**src/hw/rtl/metf_pkg.sv**
```systemverilog
// ----------------------------------------------------------------------------
// metf_pkg
// Types and constants shared by the MIDI event trigger filter.
// ----------------------------------------------------------------------------
package metf_pkg;

  // configuration register indexes
  typedef enum logic [2:0] {
    CfgMatchStatus  = 3'd0,
    CfgMatchChannel = 3'd1,
    CfgTestModeOne  = 3'd2,
    CfgTestModeTwo  = 3'd3,
    CfgReferenceOne = 3'd4,
    CfgReferenceTwo = 3'd5
  } cfg_reg_e;

  // data byte test modes, codes above never match
  typedef enum logic [3:0] {
    TestAny     = 4'd0,
    TestEqual   = 4'd1,
    TestNotEq   = 4'd2,
    TestGreater = 4'd3,
    TestLess    = 4'd4,
    TestLessEq  = 4'd5,
    TestGreatEq = 4'd6,
    TestChange  = 4'd7,
    TestNever   = 4'd8
  } test_mode_e;

  localparam int unsigned CfgIdxWidth  = 3;
  localparam int unsigned CfgDataWidth = 9;

  // reset values of the registers
  localparam logic [8:0] MatchStatusReset  = 9'd144;
  localparam logic [4:0] MatchChannelReset = 5'h1F;
  localparam logic [4:0] ChannelAny        = 5'h1F;

  // floor(d * k / 127) as (d * k * 33027) >> 22, exact for d * k below 33555
  localparam int unsigned RecipShift   = 22;
  localparam int unsigned ScaleWidth   = 30;
  localparam logic [ScaleWidth-1:0] PercentMult = ScaleWidth'(100 * 33027);
  localparam logic [ScaleWidth-1:0] ByteMult    = ScaleWidth'(255 * 33027);

  // one result item
  typedef struct packed {
    logic       fired;
    logic [6:0] data_one;
    logic [6:0] data_two;
    logic [6:0] percent_one;
    logic [6:0] percent_two;
    logic [7:0] byte_one;
    logic [7:0] byte_two;
  } result_t;

  // scale a data byte by a constant over 127, floor
  function automatic logic [7:0] scale_byte(input logic [6:0] d,
                                            input logic [ScaleWidth-1:0] mult);
    logic [ScaleWidth-1:0] prod;
    prod = ScaleWidth'(d) * mult;
    return prod[RecipShift +: 8];
  endfunction

  // one data byte test
  function automatic logic data_test(input logic [3:0] mode, input logic [6:0] value,
                                     input logic [6:0] ref_val, input logic [6:0] last);
    logic pass;
    unique case (mode)
      TestAny:     pass = 1'b1;
      TestEqual:   pass = (value == ref_val);
      TestNotEq:   pass = (value != ref_val);
      TestGreater: pass = (value > ref_val);
      TestLess:    pass = (value < ref_val);
      TestLessEq:  pass = (value <= ref_val);
      TestGreatEq: pass = (value >= ref_val);
      TestChange:  pass = (value != last);
      default:     pass = 1'b0;
    endcase
    return pass;
  endfunction

endpackage

```
**src/hw/rtl/midi_event_trigger_filter_core.sv**
```systemverilog
// ----------------------------------------------------------------------------
// midi_event_trigger_filter_core
// Matches decoded MIDI messages against a configured trigger and scales the
// data bytes to percent and full byte range.
// ----------------------------------------------------------------------------
// Usage:
//   input channel  : in_valid_i / in_stall_o with status, channel, two data
//                    bytes; an item is taken when valid is high, stall low
//   output channel : out_valid_o / out_stall_i with the fire flag, both data
//                    bytes and their scaled values, one result per item
//   config port    : cfg_we_i writes cfg_wdata_i to register cfg_idx_i;
//                    write only while no item is in flight
// Accepted items are registered in the output or skid register, one per cycle
// while in_stall_o is low; trigger test and last-value update complete in the
// accepting cycle, so back-to-back on-change tests see up-to-date values.
// A stalled receiver holds the result in the output register; one further
// item is parked in a skid register, after which in_stall_o rises.
// Reset empties both registers, loads the register defaults (status 144,
// any channel, both tests "any", references zero) and clears the last
// fired data bytes.
// ----------------------------------------------------------------------------
module midi_event_trigger_filter_core (
  input  logic                              clk_i,
  input  logic                              rst_ni,
  // configuration
  input  logic                              cfg_we_i,
  input  logic [metf_pkg::CfgIdxWidth-1:0]  cfg_idx_i,
  input  logic [metf_pkg::CfgDataWidth-1:0] cfg_wdata_i,
  // input items
  input  logic                              in_valid_i,
  output logic                              in_stall_o,
  input  logic [7:0]                        status_byte_i,
  input  logic [3:0]                        channel_num_i,
  input  logic [6:0]                        data_one_i,
  input  logic [6:0]                        data_two_i,
  // result items
  output logic                              out_valid_o,
  input  logic                              out_stall_i,
  output logic                              fired_o,
  output logic [6:0]                        out_data_one_o,
  output logic [6:0]                        out_data_two_o,
  output logic [6:0]                        percent_one_o,
  output logic [6:0]                        percent_two_o,
  output logic [7:0]                        byte_one_o,
  output logic [7:0]                        byte_two_o
);

  // configuration registers
  logic [8:0] match_status_q;
  logic [4:0] match_channel_q;
  logic [3:0] test_mode_one_q;
  logic [3:0] test_mode_two_q;
  logic [6:0] reference_one_q;
  logic [6:0] reference_two_q;

  // last fired data bytes
  logic [6:0] last_one_q;
  logic [6:0] last_two_q;

  // output and skid registers
  logic              out_valid_q, skid_valid_q;
  metf_pkg::result_t out_q, skid_q;

  logic              in_acc, out_acc, out_free;
  logic              status_ok, channel_ok, fire;
  metf_pkg::result_t res;

  assign in_acc   = in_valid_i && !skid_valid_q;
  assign out_acc  = out_valid_q && !out_stall_i;
  assign out_free = !out_valid_q || out_acc;

  // configuration writes, unlisted indexes ignored
  always_ff @(posedge clk_i or negedge rst_ni) begin
    if (!rst_ni) begin
      match_status_q  <= metf_pkg::MatchStatusReset;
      match_channel_q <= metf_pkg::MatchChannelReset;
      test_mode_one_q <= metf_pkg::TestAny;
      test_mode_two_q <= metf_pkg::TestAny;
      reference_one_q <= '0;
      reference_two_q <= '0;
    end else if (cfg_we_i) begin
      unique case (cfg_idx_i)
        metf_pkg::CfgMatchStatus:  match_status_q  <= cfg_wdata_i;
        metf_pkg::CfgMatchChannel: match_channel_q <= cfg_wdata_i[4:0];
        metf_pkg::CfgTestModeOne:  test_mode_one_q <= cfg_wdata_i[3:0];
        metf_pkg::CfgTestModeTwo:  test_mode_two_q <= cfg_wdata_i[3:0];
        metf_pkg::CfgReferenceOne: reference_one_q <= cfg_wdata_i[6:0];
        metf_pkg::CfgReferenceTwo: reference_two_q <= cfg_wdata_i[6:0];
        default: ;
      endcase
    end
  end

  // trigger decision, negative status or channel codes never match
  always_comb begin
    status_ok  = !match_status_q[8] && (match_status_q[7:0] == status_byte_i);
    channel_ok = (match_channel_q == metf_pkg::ChannelAny) ||
                 (!match_channel_q[4] && (match_channel_q[3:0] == channel_num_i));
    fire = status_ok && channel_ok &&
           metf_pkg::data_test(test_mode_one_q, data_one_i, reference_one_q, last_one_q) &&
           metf_pkg::data_test(test_mode_two_q, data_two_i, reference_two_q, last_two_q);
  end

  // result item
  always_comb begin
    logic [7:0] pct_one, pct_two;
    pct_one         = metf_pkg::scale_byte(data_one_i, metf_pkg::PercentMult);
    pct_two         = metf_pkg::scale_byte(data_two_i, metf_pkg::PercentMult);
    res.fired       = fire;
    res.data_one    = data_one_i;
    res.data_two    = data_two_i;
    res.percent_one = pct_one[6:0];
    res.percent_two = pct_two[6:0];
    res.byte_one    = metf_pkg::scale_byte(data_one_i, metf_pkg::ByteMult);
    res.byte_two    = metf_pkg::scale_byte(data_two_i, metf_pkg::ByteMult);
  end

  // last values kept only on a fire
  always_ff @(posedge clk_i or negedge rst_ni) begin
    if (!rst_ni) begin
      last_one_q <= '0;
      last_two_q <= '0;
    end else if (in_acc && fire) begin
      last_one_q <= data_one_i;
      last_two_q <= data_two_i;
    end
  end

  // output and skid occupancy
  always_ff @(posedge clk_i or negedge rst_ni) begin
    if (!rst_ni) begin
      out_valid_q  <= 1'b0;
      skid_valid_q <= 1'b0;
    end else if (skid_valid_q && out_free) begin
      out_valid_q  <= 1'b1;
      skid_valid_q <= 1'b0;
    end else if (in_acc) begin
      if (out_free) begin
        out_valid_q <= 1'b1;
      end else begin
        skid_valid_q <= 1'b1;
      end
    end else if (out_acc) begin
      out_valid_q <= 1'b0;
    end
  end

  // output and skid payload
  always_ff @(posedge clk_i) begin
    if (skid_valid_q && out_free) begin
      out_q <= skid_q;
    end else if (in_acc) begin
      if (out_free) begin
        out_q <= res;
      end else begin
        skid_q <= res;
      end
    end
  end

  assign in_stall_o     = skid_valid_q;
  assign out_valid_o    = out_valid_q;
  assign fired_o        = out_q.fired;
  assign out_data_one_o = out_q.data_one;
  assign out_data_two_o = out_q.data_two;
  assign percent_one_o  = out_q.percent_one;
  assign percent_two_o  = out_q.percent_two;
  assign byte_one_o     = out_q.byte_one;
  assign byte_two_o     = out_q.byte_two;

`ifndef NO_ASSERTIONS
  // skid register only fills behind a full output register
  a_skid_behind_out: assert property (@(posedge clk_i) disable iff (!rst_ni)
    skid_valid_q |-> out_valid_q)
    else $error("skid register full while output register empty");

  // a fire records the accepted data bytes
  a_last_on_fire: assert property (@(posedge clk_i) disable iff (!rst_ni)
    (in_acc && fire) |=> (last_one_q == $past(data_one_i) &&
                          last_two_q == $past(data_two_i)))
    else $error("last values not updated on fire");

  // no fire leaves the last values alone
  a_last_hold: assert property (@(posedge clk_i) disable iff (!rst_ni)
    !(in_acc && fire) |=> ($stable(last_one_q) && $stable(last_two_q)))
    else $error("last values changed without a fire");

  // draining with nothing behind empties the output register
  a_drain: assert property (@(posedge clk_i) disable iff (!rst_ni)
    (out_acc && !skid_valid_q && !in_acc) |=> !out_valid_q)
    else $error("output register still valid after drain");
`endif

endmodule
```
**config.mk**
```make
export PLATFORM = sky130hd
export DESIGN_NAME = midi_event_trigger_filter_core
export DESIGN_NICKNAME = d
export VERILOG_FILES = /design/src/hw/rtl/metf_pkg.sv /design/src/hw/rtl/midi_event_trigger_filter_core.sv
export SDC_FILE = /design/constraint.sdc
export NUM_CORES = 1
export LEC_CHECK = 0
export BUFFER_PORTS_ARGS = -buffer_cell sky130_fd_sc_hd__buf_2
export CORE_MARGIN = 1
export CORE_UTILIZATION = 43
export DETAILED_ROUTE_END_ITERATION = 12
export PLACE_DENSITY = 0.59
export SETUP_SLACK_MARGIN = 0.1
export SYNTH_ARGS = -nofsm -noshare
export SYNTH_HDL_FRONTEND = slang
export SYNTH_SLANG_ARGS = --single-unit
```
**constraint.sdc**
```tcl
create_clock -name clk_i -period 2.75 [get_ports clk_i]
set_input_delay 0.275 -clock clk_i [delete_from_list [all_inputs] [get_ports clk_i]]
set_output_delay 0.275 -clock clk_i [all_outputs]
set_load 0.02 [all_outputs]
```
Yosys cells after proc, flatten, opt, wreduce, memory -nomap -nowiden
Index checks and enable logic that the tools add are counted.
- register bits: 142
- input port bits: 43
- logic and storage cells: 112
- output and inout port bits: 47
- reductions and logical operators: 32
- bitwise operators: 2
- order comparisons: 8
- multipliers: 4
- mux-type cells: 12
- equal/unequal tests: 30
- operator list (kind ; number):
    45-bit two-way mux ; 3
    7-bit by 24-bit multiplier with 30-bit output (second input constant) ; 2
    7-bit by 20-bit multiplier with 27-bit output (second input constant) ; 2
    4-bit by 3-bit == test with 1-bit output (second input constant) ; 8
    7-bit != test ; 4
    2-bit AND reduction ; 9
    4-bit by 2-bit == test with 1-bit output (second input constant) ; 4
    1-bit one-hot mux with 8 select lines ; 2
    7-bit == test ; 2
    7-bit >= comparator ; 2
    7-bit greater-than comparator ; 2
    7-bit less-or-equal comparator ; 2
    7-bit < comparator ; 2
    1-bit logical AND ; 9
    4-bit by 1-bit == test with 1-bit output (second input constant) ; 2
    8-bit == test ; 1
    4-bit logical NOT ; 2
    1-bit two-way mux ; 7
    3-bit by 2-bit == test with 1-bit output (second input constant) ; 2
    3-bit == test (second input constant) ; 2
    5-bit == test (second input constant) ; 1
    1-bit logical NOT ; 5
    4-bit == test ; 1
    2-bit nonzero test ; 2
    8 further kinds ; 10

Longest topological paths before layout
Gate-level depths: netlist of the first run.
- depth after elaboration: 9
- depth in mapped cells: 17
- gate-level depth less buffers: 17

Worst setup path before layout of the first run
OpenSTA, ideal clock, no wires.
- path type: input to register
- start point: input port data_one_i[5]
- end point: register out_q, in the netlist percent_one_o[6], data pin
- library setup time: 0.260 ns
- arrival time: 3.801 ns
- stages on the path: 15
- buffers on the path: 0
- data required time: 2.490 ns
- setup slack: -1.310 ns
- cell sequence: inv_1 -> ha_1 -> fa_1 -> inv_1 -> ha_1 -> fa_1 -> ha_1 -> nor4_1 -> o21ai_0 -> a221oi_1 -> a221oi_2 -> a211oi_1 -> a21oi_1 -> xnor2_1 -> mux2_2
- RTL lines (element ; line ; RTL):
    start, declared ; midi_event_trigger_filter_core.sv:34 ; input logic [6:0] data_one_i,
    end signal, assigned ; midi_event_trigger_filter_core.sv:151 ; out_q <= skid_q;
    end signal, assigned ; midi_event_trigger_filter_core.sv:154 ; out_q <= res;
    end, declared ; midi_event_trigger_filter_core.sv:62 ; metf_pkg::result_t out_q, skid_q;

Worst setup path after layout of the first run
- start point: input port data_one_i[4]
- end point: register out_q, in the netlist byte_one_o[0], data pin
- cells in the longest elaborated chain, start to end: 4
- ends and longest elaborated chain (element ; line ; RTL):
    7-bit by 24-bit multiplier with 30-bit output ; metf_pkg.sv:59 ; prod = ScaleWidth'(d) * mult;
    45-bit two-way mux ; midi_event_trigger_filter_core.sv:153 ; if (out_free) begin
    45-bit two-way mux ; midi_event_trigger_filter_core.sv:152 ; end else if (in_acc) begin
    45-bit two-way mux ; midi_event_trigger_filter_core.sv:150 ; if (skid_valid_q && out_free) begin
Every way passes these cells. The select of a mux whose other input is x is not followed.
A chain may end at the register's enable or synchronous reset.

==> summary.txt, run 1 <==
fin util - 60.6%
max-slew violations - 0
Worst Path Arrival - 3.80 ns
Placed Cells - 1479
status - finished, violations left
DIE AREA - 25400 µm²
min cycle time layout - 3.65 ns
Clk Latency, worst-skew pair - 0.42 ns
RSZ-0062 raised after global routing - true
core area - 24300 µm²
Finish-stage setup viols - 32
Fin Hold WS - 0.0788 ns
layout cell share with drive strength beyond 1 - 42.5%
Most used DFF post-synth - edfxtp_1
first-pass GRT wire length - 41700 µm
Post-Route Skew - 0.00991 ns
CP Capture Type - flip-flop
synthesis warning total - 0
filler instances - 1979
Crit Path Category - primary input to flip-flop
post-synth cell types - 64
per-cell routed wire length - 16.8 µm
CTS Buffer Depth - 2
most common cell in the synthesized netlist - ha_1
initial antenna violation count - 0
Final nets - 1541
P per Cell Area - 641 nW/µm²
Vias/cell - 5.03
Startpoint Class - primary input
Reg clk slew, reported paths - 0.06 ns
PnR worst setup slack - -0.899 ns
HP Class - primary input to flip-flop
Non-Filler Instances - 1539
Pre-antenna DRT Iters - 4
PortBufs - 89
mapped cell area - 10700 µm²
TritonCTS Buffers - 17
GRT overflow - 0
routability-driven placement congestion ratio - 0.850
Die X - 160 µm
IR drop worst, VDD - 430 µV
fin crit share - 133%
top cell type's share of synthesized area - 26.5%
synth cell count leaders - ha_1, inv_1, fa_1, edfxtp_1, nand2_1
Final Hold Violating Endpoints - 0
Synth area leaders - ha_1, edfxtp_1, fa_1
Area Overhead vs Synth - 38.0%
vias in the first global route - 8095
P_leak - 7.01 nW
Mapped Nets - 1272
n_diodes - 0
normalized max-slew margin - 45.1%
Tot Pwr - 0.00944 W
Residual DRC - 0
failing checks - setup timing
largest net degree at the start of global routing - 53
IO Pins - 90
Syn Area/Cell - 11.4 µm²
MaxCap Viol Count - 0
worst slew pin tran - 0.821 ns
DRT antenna net count - 0
Yosys top cell by area - ha_1
GR Util All Layers - 21.1%
Seq cells post-synth - 114
number of DRC markers in iteration 0 - 344
CP required - 2.90 ns
register area share after synthesis - 29.7%
# clock sinks - 114
CP max FO - 3
dpl hpwl - 19800 µm
initial core utilization - 43.9%
row cnt - 57
depth of the CTS H-tree - 4
number of synthesized flops with an enable pin - 62
Post-synth ARST share - 45.6%
Mapped Cells - 933
Vias - 7736
final WL - 25800 µm
root buffer cell - clkbuf_16
TritonCTS clock tree - yes
Fmax achieved - 274 MHz
die extent in y - 160 µm
## layout by cell type, fill, tap and decap left out, drive strengths merged, types with 4 or more instances in the layout
cell type and instances:
nor2b 5, a21o 18, mux2 51, ha 226, nor2 19, buf 270, nand3 9, nor3 13
o21a 5, dfrtp 45, nand2 59, a21oi 22, o21ai 37, edfxtp 62, nor4 4, fa 70
dfstp 7, inv 132, nand4 14, nand2b 4, a221oi 4, xnor2 26, a211oi 5, clkbuf 22
clkinv 6, xor2 18, a31oi 5, and3 6
## per-layer routing
layer	up-vias	share of wire [%]	GRT usage, %
li1	3815	-	-
met1	3814	46	28.3
met2	90	51	36.7
met3	17	2.3	2.66
met4	0	0.77	4.02
met5	-	0	0
## kinds of logic after synthesis
logic type | count (synthesis) | synth area share (%)
buffers and inverters | 152 | 5.99
DFF | 114 | 29.7
AOI/OAI and AO/OA | 123 | 7.92
xor gates and xnor gates | 44 | 3.61
and+or+nand+nor | 150 | 7.10
muxes | 54 | 6.02
adders and majority gates | 296 | 39.6
## area by class of cell
class / count / area [µm²] / share of cell area, %
multi-input combinational: 667 / 7930 / 53.9
sequential: 114 / 3170 / 21.5
timing repair buffer: 272 / 2070 / 14.1
inverter: 130 / 518 / 3.52
clock buffer: 21 / 514 / 3.49
tap: 324 / 405 / 2.75
clock inverter: 11 / 113 / 0.765
## worst max-delay path, cell delays in order
cell      delay (ns)
buf_12          0.11
buf_6           0.11
fa_2            0.57
inv_2           0.05
fa_1            0.48
inv_1           0.05
fa_1            0.46
fa_1            0.57
ha_4            0.22
a21oi_2         0.15
o221ai_2        0.12
a31o_2          0.23
a21oi_2         0.15
o21ai_2         0.09
nand3_2         0.09
a31oi_1         0.08
## timing repair
item                                    CTS  global route
buffers inserted                         18             8
hold buffers                              1             0
pin swaps                                53            67
endpoints found under the setup margin   42            46
cloned                                    1             0
gates resized for setup                 103            70
endpoints found under the hold margin    40             0
## stage by stage
step                      cell area (µm²)  setup TNS (ns)  worst slack (ns)
final                               14700          -20.92            -0.899
after floorplan                     11000          -23.60             -1.03
after detailed placement            12900          -44.76             -1.50
after CTS                           14300          -21.87            -0.981
after global placement              12900          -43.32             -1.48
after global routing                14700          -24.72             -1.03
## sequential cells by signal, summed over array words and instances (netlist names)
name and flops:
percent_two_o 7, byte_one_o 1, out_data_one_o 7, test_mode_two_q 4, match_status_q 9, out_valid_o 1
test_mode_one_q 4, in_stall_o 1, reference_one_q 7, fired_o 1, reference_two_q 7, last_one_q 7
last_two_q 7, skid_q 31, out_data_two_o 7, match_channel_q 5, byte_two_o 1, percent_one_o 7
## power by group
part / switching, W / internal, W / total (W)
clock: 0.000856 / 0.00144 / 0.00230
sequential: 0.000122 / 0.00213 / 0.00226
combinational: 0.00241 / 0.00247 / 0.00488
total: 0.00339 / 0.00605 / 0.00944
## path summary, 6_finish.rpt
check,start,to,slack (ns),cells past startpoint
setup / recovery,data_one_i[4],byte_one_o[0],-0.90,16
hold / removal,cfg_wdata_i[8],match_status_q[8],0.08,2
setup reg to reg,reference_two_q[1],last_two_q[1],0.15,11
hold reg to reg,reference_two_q[5],reference_two_q[5],0.50,1
max in group asynchronous,rst_ni,last_one_q[6],1.80,3
min in group asynchronous,rst_ni,reference_two_q[5],0.51,3
(Power assumes the default switching activity.)
==> run 2, diff against run 1 <==
--- a/config.mk
+++ b/config.mk
@@ -5,8 +5,9 @@
 export SDC_FILE = /design/constraint.sdc
 export NUM_CORES = 1
 export LEC_CHECK = 0
-export BUFFER_PORTS_ARGS = -buffer_cell sky130_fd_sc_hd__buf_2
-export CORE_MARGIN = 1
+export BUFFER_PORTS_ARGS = -buffer_cell sky130_fd_sc_hd__clkbuf_2
+export CORE_ASPECT_RATIO = 1.25
+export CORE_MARGIN = 2
 export CORE_UTILIZATION = 43
 export DETAILED_ROUTE_END_ITERATION = 12
 export PLACE_DENSITY = 0.59
==> run 2 against run 1 <==
- the flow still finishes with violations (setup timing)
- largest cell class unchanged
- wire length decreased by 5.9%
- largest power group unchanged
- sequential power hardly changed
- highest routed layer unchanged
- setup slack worse by 0.030 ns
- critical endpoint is now percent_two_o[5]
- fmax down 0.83%
==> summary.txt, run 2 (same netlist as run 1, synthesis figures left out) <==
GR Util All Layers - 20.1% (was 21.1%)
most frequent cells in the layout - ha_1, buf_4, inv_1 (unchanged)
worst slew pin tran - 0.843 ns (was 0.821 ns)
multi-input combinational cell area - 7790 µm² (was 7930 µm²)
dpl cell area - 12900 µm² (about the same)
MaxCap Viol Count - 0 (unchanged)
Reg clk slew, reported paths - 0.06 ns (about the same)
HP Class - primary input to flip-flop (unchanged)
Top cell by count, worst path - ha_4 (was fa_1)
Sw Pwr - 0.00324 W (was 0.00339 W)
IR drop worst, VDD - 434 µV (was 430 µV)
clock power share - 24.0% (was 24.4%)
max reg flops - 31 (unchanged)
Pint - 0.00590 W (was 0.00605 W)
Max stage delay on crit path - 0.52 ns (was 0.57 ns)
Crit Path Category - primary input to flip-flop (unchanged)
root buffer cell - clkbuf_16 (unchanged)
failing checks - setup timing (unchanged)
Area Overhead vs Synth - 35.6% (was 38.0%)
Worst Path Arrival - 3.84 ns (was 3.80 ns)
PnR worst setup slack - -0.930 ns (was -0.899 ns)
row cnt - 64 (was 57)
Storage cell area - 3170 µm² (unchanged)
Seq pwr share - 24.7% (was 23.9%)
filler instances - 2049 (was 1979)
dpl hpwl - 19400 µm (was 19800 µm)
combinational fraction of design power - 51.3% (was 51.7%)
Placement Setup Slack - -1.62 ns (was -1.50 ns)
Clk Latency, worst-skew pair - 0.42 ns (about the same)
CP required - 2.91 ns (was 2.90 ns)
depth of the CTS H-tree - 4 (unchanged)
P per Cell Area - 632 nW/µm² (was 641 nW/µm²)
Residual DRC - 0 (unchanged)
TritonCTS clock tree - yes (unchanged)
CP max FO - 3 (unchanged)
initial core utilization - 43.7% (was 43.9%)
switching share of power - 35.5% (was 35.9%)
fin crit share - 134% (was 133%)
PortBufs - 89 (unchanged)
Final nets - 1534 (was 1541)
fin util - 59.2% (was 60.6%)
Largest regs - skid_q: 31 flops, match_status_q: 9 flops (unchanged)
n_diodes - 0 (unchanged)
CTS Buffer Depth - 2 (unchanged)
vias in the first global route - 8173 (was 8095)
RSZ-0062 raised after global routing - true (unchanged)
TritonCTS Buffers - 17 (unchanged)
Pre-antenna DRT Iters - 4 (unchanged)
register with the most flip-flops - skid_q (unchanged)
final WL - 24300 µm (was 25800 µm)
max-slew violations - 0 (unchanged)
most common cell after layout, fill and taps aside - ha_1 (unchanged)
routability-driven placement congestion ratio - 0.813 (was 0.850)
highest-delay cell along the critical path - fa_1 (was fa_2)
number of DRC markers in iteration 0 - 200 (was 344)
Final Hold Violating Endpoints - 0 (unchanged)
Vias/cell - 5.02 (was 5.03)
Die X - 145 µm (was 160 µm)
per-cell routed wire length - 15.8 µm (was 16.8 µm)
status - finished, violations left (unchanged)
CP Capture Type - flip-flop (unchanged)
hold depth - 2 (unchanged)
worst-path cell chain - clkbuf_16 > buf_12 > inv_8 > ha_4 > fa_1 > inv_2 > ha_4 > fa_2 > ha_4 > o21ai_2 > nand2b_1 > a31oi_2 > o311ai_4 > a221oi_2 > a211o_2 > xnor2_2 > mux2_2 (was buf_12 > buf_6 > fa_2 > inv_2 > fa_1 > inv_1 > fa_1 > fa_1 > ha_4 > a21oi_2 > o221ai_2 > a31o_2 > a21oi_2 > o21ai_2 > nand3_2 > a31oi_1)
IO Pins - 90 (unchanged)
DIE AREA - 26100 µm² (was 25400 µm²)
number of cells on the worst reg-to-reg path - 11 (unchanged)
core area - 24400 µm² (was 24300 µm²)
DRT antenna net count - 0 (unchanged)
initial antenna violation count - 0 (unchanged)
normalized max-slew margin - 43.8% (was 45.1%)
P_leak - 6.98 nW (was 7.01 nW)
Finish-stage setup viols - 32 (unchanged)
first-pass GRT wire length - 40700 µm (was 41700 µm)
die extent in y - 180 µm (was 160 µm)
# clock sinks - 114 (unchanged)
Post-Route Skew - 0.00892 ns (was 0.00991 ns)
fin area - 14500 µm² (was 14700 µm²)
GRT overflow - 0 (unchanged)
min cycle time layout - 3.68 ns (was 3.65 ns)
layout cell share with drive strength beyond 1 - 40.8% (was 42.5%)
Startpoint Class - primary input (unchanged)
Vias - 7718 (was 7736)
Fmax achieved - 272 MHz (was 274 MHz)
largest net degree at the start of global routing - 38 (was 53)
## run 2: cell count changes in the layout (fill, tap and decap cells not counted), sizes merged
| cell | delta |
|---|---|
| buf | -92 |
| clkinv | -3 |
| clkinvlp | +1 |
| inv | +1 |
| clkbuf | +86 |
## run 2: critical path: cells and delay by family
kind / cells / cell delay (ns)
adders and majority gates: 5 / 1.71
and+or+nand+nor: 1 / 0.08
muxes: 1 / 0.26
xor gates and xnor gates: 1 / 0.14
AOI/OAI and AO/OA: 5 / 1.01
buffers and inverters: 4 / 0.34
## run 2: final cells by class
type	count	area share [%]
Clock buffer	22	3.43
Sequential cell	114	21.9
Inverter	130	3.55
Timing Repair Buffer	265	13.7
Multi-Input combinational cell	667	53.9
Clock inverter	10	0.649
Tap cell	330	2.85
## run 2: worst paths after layout
kind	slack (ns)	start	endpoint
max	-0.93	data_two_i[5]	percent_two_o[5]
max in group asynchronous	1.52	rst_ni	last_two_q[0]
min	0.09	cfg_wdata_i[7]	match_status_q[7]
min reg2reg	0.50	reference_two_q[2]	reference_two_q[2]
min in group asynchronous	0.54	rst_ni	reference_two_q[5]
max reg2reg	0.22	reference_one_q[4]	last_two_q[5]
## run 2: per-layer routing
metal / vias to the layer above / GRT usage [%] / wire length [µm]
li1: 3801 / - / -
met1: 3785 / 25.1 / 10500
met2: 106 / 35.7 / 12800
met3: 26 / 2.68 / 578
met4: 0 / 5.86 / 424
met5: - / 0 / 0
## run 2: through the flow
stage	hold slack [ns]	cells	TNS, ns	power [W]
floorplan	-0.0206	933	-23.60	0.00495
CTS	0.0764	1530	-23.26	0.00904
finish	0.0928	1538	-23.87	0.00914
detailed placement	0.433	1485	-46.86	0.00624
global placement	0.432	1485	-45.27	0.00616
global route	0.0848	1538	-27.61	0.00994
## run 2: power groups by stage
stage                     Clock [W]  Sequential [W]  Combinational (W)
after global placement            0         0.00228            0.00388
after floorplan                   0         0.00236            0.00259
after global routing        0.00232         0.00228            0.00534
after detailed placement          0         0.00228            0.00396
after CTS                   0.00224         0.00225            0.00454
final                       0.00219         0.00225            0.00469
## run 2: timing repair
item	in CTS	in global routing
hold endpoints to repair	25	0
gates resized for setup	98	40
hold buffers	1	0
setup endpoints to repair	46	48
buffers inserted	13	11
pin swaps	59	43
==> run 3, diff against run 2 <==
--- a/config.mk
+++ b/config.mk
@@ -8,9 +8,9 @@
 export BUFFER_PORTS_ARGS = -buffer_cell sky130_fd_sc_hd__clkbuf_2
 export CORE_ASPECT_RATIO = 1.25
 export CORE_MARGIN = 2
-export CORE_UTILIZATION = 43
+export CORE_UTILIZATION = 62
 export DETAILED_ROUTE_END_ITERATION = 12
-export PLACE_DENSITY = 0.59
+export PLACE_DENSITY = 0.8
 export SETUP_SLACK_MARGIN = 0.1
 export SYNTH_ARGS = -nofsm -noshare
 export SYNTH_HDL_FRONTEND = slang
==> run 3 against run 2 <==
- the flow still finishes with violations (setup timing)
- combinational power grew 20%
- global-route usage grew 16 points
- cell area grew 1.1%
- critical endpoint is now percent_one_o[6]
- largest power group unchanged
==> summary.txt, run 3 (same netlist as run 1, synthesis figures left out) <==
status - finished, violations left (unchanged)
failing checks - setup timing (unchanged)
P_leak - 7.02 nW (was 6.98 nW)
Startpoint Class - primary input (unchanged)
CTS Buffer Depth - 2 (unchanged)
Finish-stage setup viols - 47 (was 32)
Post-Route Skew - 0.00553 ns (was 0.00892 ns)
WHS Endpoint - match_status_q[7] (unchanged)
normalized max-slew margin - 37.7% (was 43.8%)
PortBufs - 89 (unchanged)
Clk Latency, worst-skew pair - 0.43 ns (was 0.42 ns)
HP Class - primary input to flip-flop (unchanged)
fin area - 14600 µm² (was 14500 µm²)
CP max FO - 4 (was 3)
final WL - 36600 µm (was 24300 µm)
Max stage delay on crit path - 0.47 ns (was 0.52 ns)
Worst Hold Launch - cfg_wdata_i[7] (unchanged)
initial core utilization - 63.3% (was 43.7%)
first-pass GRT wire length - 49200 µm (was 40700 µm)
depth of the CTS H-tree - 4 (unchanged)
dpl hpwl - 19700 µm (was 19400 µm)
layout cell share with drive strength beyond 1 - 43.7% (was 40.8%)
dpl cell area - 12700 µm² (was 12900 µm²)
DIE AREA - 18300 µm² (was 26100 µm²)
RSZ-0062 raised after global routing - true (unchanged)
IR drop worst, VDD - 468 µV (was 434 µV)
Vias/cell - 6.38 (was 5.02)
Final Hold Violating Endpoints - 0 (unchanged)
Die X - 121 µm (was 145 µm)
r2r setup slk - -0.12 ns (was 0.22 ns)
core area - 16800 µm² (was 24400 µm²)
CP Capture Type - flip-flop (unchanged)
routability-driven placement congestion ratio - 0.869 (was 0.813)
worst flop-to-flop path endpoint - last_one_q[3] (was last_two_q[5])
worst slew pin tran - 0.921 ns (was 0.843 ns)
Worst Path Arrival - 4.24 ns (was 3.84 ns)
Placement Setup Slack - -1.60 ns (was -1.62 ns)
CP required - 2.93 ns (was 2.91 ns)
P per Cell Area - 697 nW/µm² (was 632 nW/µm²)
Residual DRC - 0 (unchanged)
RR Startpoint - reference_one_q[1] (was reference_one_q[4])
hold depth - 2 (unchanged)
number of cells on the worst reg-to-reg path - 11 (unchanged)
Final nets - 1540 (was 1534)
fin crit share - 148% (was 134%)
most frequent cells in the layout - ha_1, buf_4, inv_1 (unchanged)
Crit Path Category - primary input to flip-flop (unchanged)
worst-path cell chain - buf_4 > buf_4 > ha_4 > ha_4 > a21oi_4 > fa_2 > inv_1 > fa_2 > ha_4 > a211oi_2 > o21ai_2 > a211oi_2 > a221oi_2 > buf_4 > a211oi_4 > a21oi_2 > xnor2_2 > mux2_2 (was clkbuf_16 > buf_12 > inv_8 > ha_4 > fa_1 > inv_2 > ha_4 > fa_2 > ha_4 > o21ai_2 > nand2b_1 > a31oi_2 > o311ai_4 > a221oi_2 > a211o_2 > xnor2_2 > mux2_2)
PnR worst setup slack - -1.31 ns (was -0.930 ns)
highest-delay cell along the critical path - fa_2 (was fa_1)
GR Util All Layers - 35.8% (was 20.1%)
Critical Path Start - data_one_i[1] (was data_two_i[5])
max reg flops - 31 (unchanged)
GRT overflow - 0 (unchanged)
Largest regs - skid_q: 31 flops, match_status_q: 9 flops (unchanged)
number of DRC markers in iteration 0 - 985 (was 200)
DRT antenna net count - 0 (unchanged)
max-slew violations - 0 (unchanged)
min cycle time layout - 4.06 ns (was 3.68 ns)
initial antenna violation count - 0 (unchanged)
n_diodes - 0 (unchanged)
Vias - 9146 (was 7718)
per-cell routed wire length - 25.5 µm (was 15.8 µm)
most common cell after layout, fill and taps aside - ha_1 (unchanged)
Area Overhead vs Synth - 37.0% (was 35.6%)
Placed Cells - 1366 (was 1485)
MaxCap Viol Count - 0 (unchanged)
IO Pins - 90 (unchanged)
TritonCTS clock tree - yes (unchanged)
Fmax achieved - 246 MHz (was 272 MHz)
vias in the first global route - 9440 (was 8173)
TritonCTS Buffers - 17 (unchanged)
largest net degree at the start of global routing - 53 (was 38)
# clock sinks - 114 (unchanged)
Pre-antenna DRT Iters - 5 (was 4)
die extent in y - 151 µm (was 180 µm)
Reg clk slew, reported paths - 0.06 ns (about the same)
row cnt - 53 (was 64)
Non-Filler Instances - 1434 (was 1538)
register with the most flip-flops - skid_q (unchanged)
root buffer cell - clkbuf_16 (unchanged)
run 3: final cells by class:
type / count / area [µm²]
fill: 730 / 2230
multi-input combinational: 667 / 8040
tap: 220 / 275
sequential: 114 / 3170
inverter: 130 / 513
clock buffer: 17 / 425
clock inverter: 15 / 155
timing repair buffer: 271 / 2040
run 3: timing repair:
item,4_1_cts,5_1_grt
hold endpoints to repair,11,0
pin swaps,72,64
gates resized for setup,103,84
cloned,0,0
buffers inserted,25,17
endpoints found under the setup margin,47,48
hold buffers,1,0
run 3: how the worst max path moves through the flow:
stage | endpoint | slack [ns]
finish | percent_one_o[6] | -1.31
global route | percent_one_o[6] | -1.35
CTS | byte_one_o[0] | -0.98
detailed placement | percent_two_o[3] | -1.60
global placement | percent_two_o[4] | -1.46
floorplan | byte_two_o[0] | -1.03
run 3: critical path: cells and delay by family:
family | cells | cell delay, ns
xor+xnor | 1 | 0.19
compound gates | 7 | 1.36
buf+inv | 4 | 0.55
fa+ha+maj | 5 | 1.56
mux | 1 | 0.29
run 3: power breakdown:
part | internal, W | switching [W] | total (W) | leakage, nW
registers | 0.00214 | 0.000152 | 0.00229 | 1.23
clock network | 0.00134 | 0.000904 | 0.00224 | 0.289
logic | 0.00269 | 0.00296 | 0.00565 | 5.51
total | 0.00617 | 0.00402 | 0.0102 | 7.02
run 3: layer usage:
| layer | up-vias | share of wire (%) | wire [µm] | GRT usage (%) |
|---|---|---|---|---|
| li1 | 3822 | - | - | - |
| met1 | 4466 | 33 | 12100 | 37.9 |
| met2 | 583 | 51 | 18500 | 65.6 |
| met3 | 275 | 6.9 | 2540 | 6.21 |
| met4 | 0 | 9.3 | 3390 | 21.6 |
| met5 | - | 0 | 0 | 0 |
run 3: through the flow:
| stage | TNS (ns) | total power (W) | utilization [%] | hold WS (ns) |
|---|---|---|---|---|
| finish | -34.30 | 0.0102 | 86.8 | 0.0721 |
| CTS | -24.28 | 0.00915 | 83.7 | 0.0724 |
| global route | -36.80 | 0.0107 | 86.8 | 0.0723 |
| global placement | -44.62 | 0.00602 | 75.4 | 0.431 |
| floorplan | -23.60 | 0.00495 | - | -0.0206 |
| detailed placement | -48.17 | 0.00625 | 75.4 | 0.439 |
